--- src/rtl/ata_pkg.sv ---
// Shared types, widths and constants for the accelerometer tilt angle unit.
// Used by every module of the block; depends on nothing.
package ata_pkg;

    // Input samples and fixed-point formats
    localparam int SAMPLE_W   = 16;
    localparam int ANGLE_FRAC = 16;

    // CORDIC iteration count and the length of the arctangent table
    localparam int ANGLE_STEPS  = 16;
    localparam int TABLE_LEN    = 24;
    localparam int CORDIC_STEPS = (ANGLE_STEPS < TABLE_LEN) ? ANGLE_STEPS : TABLE_LEN;

    // Magnitude path: squares, their sum, and the bit-per-stage square root
    localparam int PROD_W     = 2 * SAMPLE_W - 1;
    localparam int SQ_W       = 2 * SAMPLE_W;
    localparam int MAG_W      = SQ_W;
    localparam int ROOT_STEPS = MAG_W;
    localparam int REM_W      = MAG_W + 3;

    // CORDIC datapath widths
    localparam int IN_W   = SAMPLE_W + ANGLE_FRAC + 1;
    localparam int VEC_W  = IN_W + 2;
    localparam int Z_W    = 26;
    localparam int ATAN_W = 22;

    // Rounding to 1/128 degree and output formats
    localparam int OUT_SHIFT = 9;
    localparam int RND_HALF  = 256;
    localparam int RND_W     = Z_W + 1 - OUT_SHIFT;
    localparam int ANG_W     = 16;
    localparam int PITCH_W   = 15;
    localparam int ROLL_W    = 16;
    localparam int LIM_W     = 15;
    localparam int PITCH_LIM = 11520;
    localparam int ROLL_LIM  = 23040;

    localparam logic [Z_W-1:0] DEG90 = Z_W'(90 * 65536);

    // atan(2^-i) in degrees with 16 fraction bits, rounded
    localparam logic [ATAN_W-1:0] ATAN_DEG [TABLE_LEN] = '{
        22'd2949120, 22'd1740967, 22'd919879, 22'd466945,
        22'd234379,  22'd117304,  22'd58666,  22'd29335,
        22'd14668,   22'd7334,    22'd3667,   22'd1833,
        22'd917,     22'd458,     22'd229,    22'd115,
        22'd57,      22'd29,      22'd14,     22'd7,
        22'd4,       22'd2,       22'd1,      22'd0
    };

    typedef struct packed {
        logic signed [SAMPLE_W-1:0] x;
        logic signed [SAMPLE_W-1:0] y;
        logic signed [SAMPLE_W-1:0] z;
    } sample_t;

    // One beat from the magnitude pipeline to the angle units
    typedef struct packed {
        logic             valid;
        sample_t          sample;
        logic [MAG_W-1:0] mag;
    } mag_beat_t;

    typedef struct packed {
        logic signed [PITCH_W-1:0] pitch;
        logic signed [ROLL_W-1:0]  roll;
    } angles_t;

endpackage

--- src/rtl/ata_outbuf.sv ---
// Output register with a one-beat skid stage; freezes the pipeline only
// while the skid stage is occupied. Depends on ata_pkg.
module ata_outbuf (
    input  logic              clk,
    input  logic              rst_n,
    input  logic              res_valid,
    input  ata_pkg::angles_t  res,
    input  logic              out_ready,
    output logic              out_valid,
    output ata_pkg::angles_t  out_res,
    output logic              run
);

    logic             out_valid_reg, out_valid_next;
    logic             skid_valid_reg, skid_valid_next;
    ata_pkg::angles_t out_reg, out_next;
    ata_pkg::angles_t skid_reg, skid_next;
    logic             take, arrive;

    // Steer the arriving beat into the output or the skid stage
    always_comb
    begin
        take            = out_valid_reg && out_ready;
        arrive          = !skid_valid_reg && res_valid;
        out_valid_next  = out_valid_reg;
        skid_valid_next = skid_valid_reg;
        out_next        = out_reg;
        skid_next       = skid_reg;
        if (skid_valid_reg)
        begin
            if (take)
            begin
                out_next        = skid_reg;
                skid_valid_next = 1'b0;
            end
        end
        else if (arrive)
        begin
            if (!out_valid_reg || take)
            begin
                out_next       = res;
                out_valid_next = 1'b1;
            end
            else
            begin
                skid_next       = res;
                skid_valid_next = 1'b1;
            end
        end
        else if (take)
        begin
            out_valid_next = 1'b0;
        end
    end

    always_ff @(posedge clk or negedge rst_n)
    begin
        if (!rst_n)
        begin
            out_valid_reg  <= 1'b0;
            skid_valid_reg <= 1'b0;
        end
        else
        begin
            out_valid_reg  <= out_valid_next;
            skid_valid_reg <= skid_valid_next;
        end
    end

    always_ff @(posedge clk)
    begin
        out_reg  <= out_next;
        skid_reg <= skid_next;
    end

    assign out_valid = out_valid_reg;
    assign out_res   = out_reg;
    assign run       = !skid_valid_reg;

endmodule

--- config.mk ---
export PLATFORM = sky130hd
export DESIGN_NAME = ata_outbuf
export DESIGN_NICKNAME = d
export VERILOG_FILES = /design/src/rtl/ata_pkg.sv /design/src/rtl/ata_outbuf.sv
export SDC_FILE = /design/constraint.sdc
export NUM_CORES = 1
export LEC_CHECK = 0
export BUFFER_PORTS_ARGS = -buffer_cell sky130_fd_sc_hd__buf_2
export CAP_MARGIN = 20
export CORE_MARGIN = 10
export CORE_UTILIZATION = 30
export CTS_CLUSTER_SIZE = 16
export DETAILED_ROUTE_END_ITERATION = 8
export PLACE_DENSITY = 0.6
export SYNTH_ARGS = -nofsm -noshare
export SYNTH_HDL_FRONTEND = slang
export SYNTH_SLANG_ARGS = --single-unit
--- constraint.sdc ---
create_clock -name clk -period 8.77 [get_ports clk]
set_input_delay 1.754 -clock clk [delete_from_list [all_inputs] [get_ports clk]]
set_output_delay 1.754 -clock clk [all_outputs]
set_load 0.05 [all_outputs]
==> key figures <==
Run status
  • Outcome: finished, final reports clean

Synth
  • Share of flip-flops with an asynchronous set or reset: 3.125%
  • Sequential share of the synthesized area: 77.05%
  • Top cells by count, synth: sky130_fd_sc_hd__edfxtp_1, sky130_fd_sc_hd__mux2_4, sky130_fd_sc_hd__mux2_2
  • Synth Net Count: 144
  • Yosys warning total: 0
  • Number of flops mapped to enable cells by yosys: 62
  • Top cells by area, synth: sky130_fd_sc_hd__edfxtp_1, sky130_fd_sc_hd__mux2_4, sky130_fd_sc_hd__dfrtp_1
  • Number of distinct standard cells referenced by the synthesized netlist: 15
  • Share of the synthesized area in the top cell type: 75.04%
  • Average instance area after synthesis: 22.76 µm²
  • Most common cell in the synthesized netlist: sky130_fd_sc_hd__edfxtp_1
  • Register bit count reported by yosys: 64
  • Cell area after synthesis: 2481 µm²
  • Main synth FF type: sky130_fd_sc_hd__edfxtp_1
  • Synthesized netlist cell count: 109
  • Post-synthesis cell type with the largest combined area: sky130_fd_sc_hd__edfxtp_1

Cells and area
  • Cell area after layout: 3112 µm²
  • Share of layout cells above drive strength 1: 60.11%
  • Layout overhead on the synthesized area: 25.42%
  • Fin nets: 219
  • Diodes inserted: 0
  • Final design utilization: 38.26%

Detailed routing
  • Drt drc: 0
  • Detailed-routing iteration count for the pre-antenna-repair pass: 4
  • Total wirelength of the detailed-routed design: 4638 µm
  • Detailed-route via count: 1203
  • WL/cell: 15.83 µm
  • Count of nets left with antenna violations after detail routing: 0
  • Vias per Instance: 4.106
  • Count of routing violations after the opening detailed-route iteration: 38

Global routing
  • Grt ovf: 0
  • Antenna violations before repair: 0
  • Overall Global Routing Usage: 7.679%
  • Pin count of the biggest net entering global routing: 37
  • Wire length of the first global-routing pass: 7376 µm
  • Vias in the first global route: 1410

Clock tree
  • Number of instances resized during post-cts repair: 0
  • CTS buffer count: 9
  • CTS tree: yes
  • Clock sinks: 64
  • Skew-Pair Late Insertion Delay: 0.33 ns
  • Clock Tree Buf Depth: 2
  • Master cell of the clock root buffer: sky130_fd_sc_hd__clkbuf_8
  • H-tree levels: 3
  • Hold bufs inserted after CTS: 0
  • Post-CTS setup-driven buffer insertion count: 0
  • Clock-pin slew on the worst setup and hold paths: 0.06 ns

Floorplan
  • Number of ports placed on the die boundary: 68
  • Horizontal die dimension: 110.9 µm
  • Die Outline Area: 12310 µm²
  • Vertical extent of the die: 110.9 µm
  • Number of cell rows: 33
  • Initial Utilization: 30.50%
  • Core footprint: 8134 µm²

STA
  • Worst Tran Pin Value: 1.000 ns
  • Number of failing setup endpoints in the final timing report: 0
  • Number of hold violations in the final report: 0
  • Minimum clock period: 3.432 ns
  • Worst max-slew margin expressed relative to the limit: 33.31%
  • Worst-case setup margin in the final layout: 5.338 ns
  • Tightest hold margin: 0.5199 ns
  • RSZ-0062 raised after global routing: false
  • Setup TNS: 0 ns
  • Part of the cycle the worst path needs: 39.14%
  • Number of max-slew violations in the final report: 0
  • Top achievable clock speed: 291.3 MHz
  • Final clock skew: 0.004288 ns

Setup path
  • Arrival @ worst endpoint: 1.68 ns
  • Critical Path Start: skid_valid_reg
  • Type of origin of the critical path: flop
  • Count of cells along the worst register-to-register path: 2
  • Critical path capture point type: output port
  • Crit Path Max Fanout: 36
  • FF-to-FF Start: skid_valid_reg
  • Category of the most critical setup path: reg2out
  • Required time at the worst-slack endpoint: 7.02 ns

Power and ir drop
  • P_leak: 1.228 nW
  • Pwr Density: 383.0 nW/µm²
  • Maximum VDD drop: 0.2124 mV

Run
  • Max-cap violations: 0

Place
  • Worst Setup Slack post-DPL: 5.533 ns
  • Detailed-placement wirelength estimate: 3399 µm
  • Standard cell area after detailed placement: 2913 µm²
  • PortBufs: 67
  • Final estimated routing congestion in global placement: 0.6579

Hold path
  • Number of stages on the worst hold path: 1
  • Launch point of the worst hold path: out_valid
  • Kind of path behind the tightest hold check: reg2reg
==> where the power goes <==
| group | switching (W) | total [W] | internal, W |
|---|---|---|---|
| clock network | 0.000102 | 0.000256 | 0.000155 |
| logic | 0.000294 | 0.000433 | 0.000139 |
| registers | 0.0000576 | 0.000503 | 0.000445 |
| total | 0.000454 | 0.00119 | 0.000738 |
==> path summary, 6_finish.rpt <==
kind / end / slack (ns)
max: run / 5.34
min: skid_valid_reg / 0.52
max reg2reg: out_res[29] / 6.34
min reg2reg: skid_valid_reg / 0.52
max in group asynchronous: skid_valid_reg / 7.47
min in group asynchronous: out_valid / 1.20
==> stage by stage <==
step	std cells	total power, W
floorplan	109	0.0008733
global placement	278	0.0009462
detailed placement	278	0.0009540
CTS	293	0.001213
global route	293	0.001251
finish	293	0.001192
==> cell families (layout without fill, tap and decap cells) <==
| logic type | Yosys count | in the layout | synth area share [%] |
|---|---|---|---|
| compound gates | 4 | 4 | 0.9580 |
| buf+inv | 6 | 85 | 2.975 |
| flops | 64 | 64 | 77.06 |
| mux | 31 | 31 | 18.15 |
| simple gates | 4 | 4 | 0.8573 |
==> layout make-up <==
cell class | instances | area, µm²
sequential | 64 | 1913
clock inverter | 6 | 75.07
fill | 770 | 5022
tap | 105 | 131.4
clock buffer | 9 | 123.9
timing repair buffer | 68 | 342.8
multi-input combinational | 39 | 518.0
inverter | 2 | 7.507
==> metal layers <==
layer	routed length, µm	track usage, %	part of all wire [%]
met5	0	0	0
met4	78	3.385	1.7
met3	448	4.545	9.7
met2	2249	12.22	48
met1	1862	8.013	40
==> critical path, cell delays in order, from the launching register on <==
cell	delay, ns
sky130_fd_sc_hd__dfrtp_2	1.02
sky130_fd_sc_hd__inv_1	0.08
sky130_fd_sc_hd__buf_2	0.24
==> placed cells by master, fill, tap and decap left out <==
cell type                   synthesis  routed
sky130_fd_sc_hd__dfrtp_1            2       1
sky130_fd_sc_hd__inv_1              2       2
sky130_fd_sc_hd__dfrtp_2            0       1
sky130_fd_sc_hd__edfxtp_1          62      62
sky130_fd_sc_hd__mux2_2             4       4
sky130_fd_sc_hd__buf_4              0       1
sky130_fd_sc_hd__clkbuf_8           0       9
sky130_fd_sc_hd__a21oi_1            2       2
sky130_fd_sc_hd__nor2b_1            1       1
sky130_fd_sc_hd__a2bb2oi_4          0       1
sky130_fd_sc_hd__o21ai_0            1       1
sky130_fd_sc_hd__bufinv_16          0       2
sky130_fd_sc_hd__nor3_2             0       1
sky130_fd_sc_hd__mux2_4            27      27
sky130_fd_sc_hd__buf_2              0      67
sky130_fd_sc_hd__nand2_1            1       1
sky130_fd_sc_hd__nand2b_1           1       1
sky130_fd_sc_hd__clkinv_1           0       4
Power figures use the tool's default switching activity.
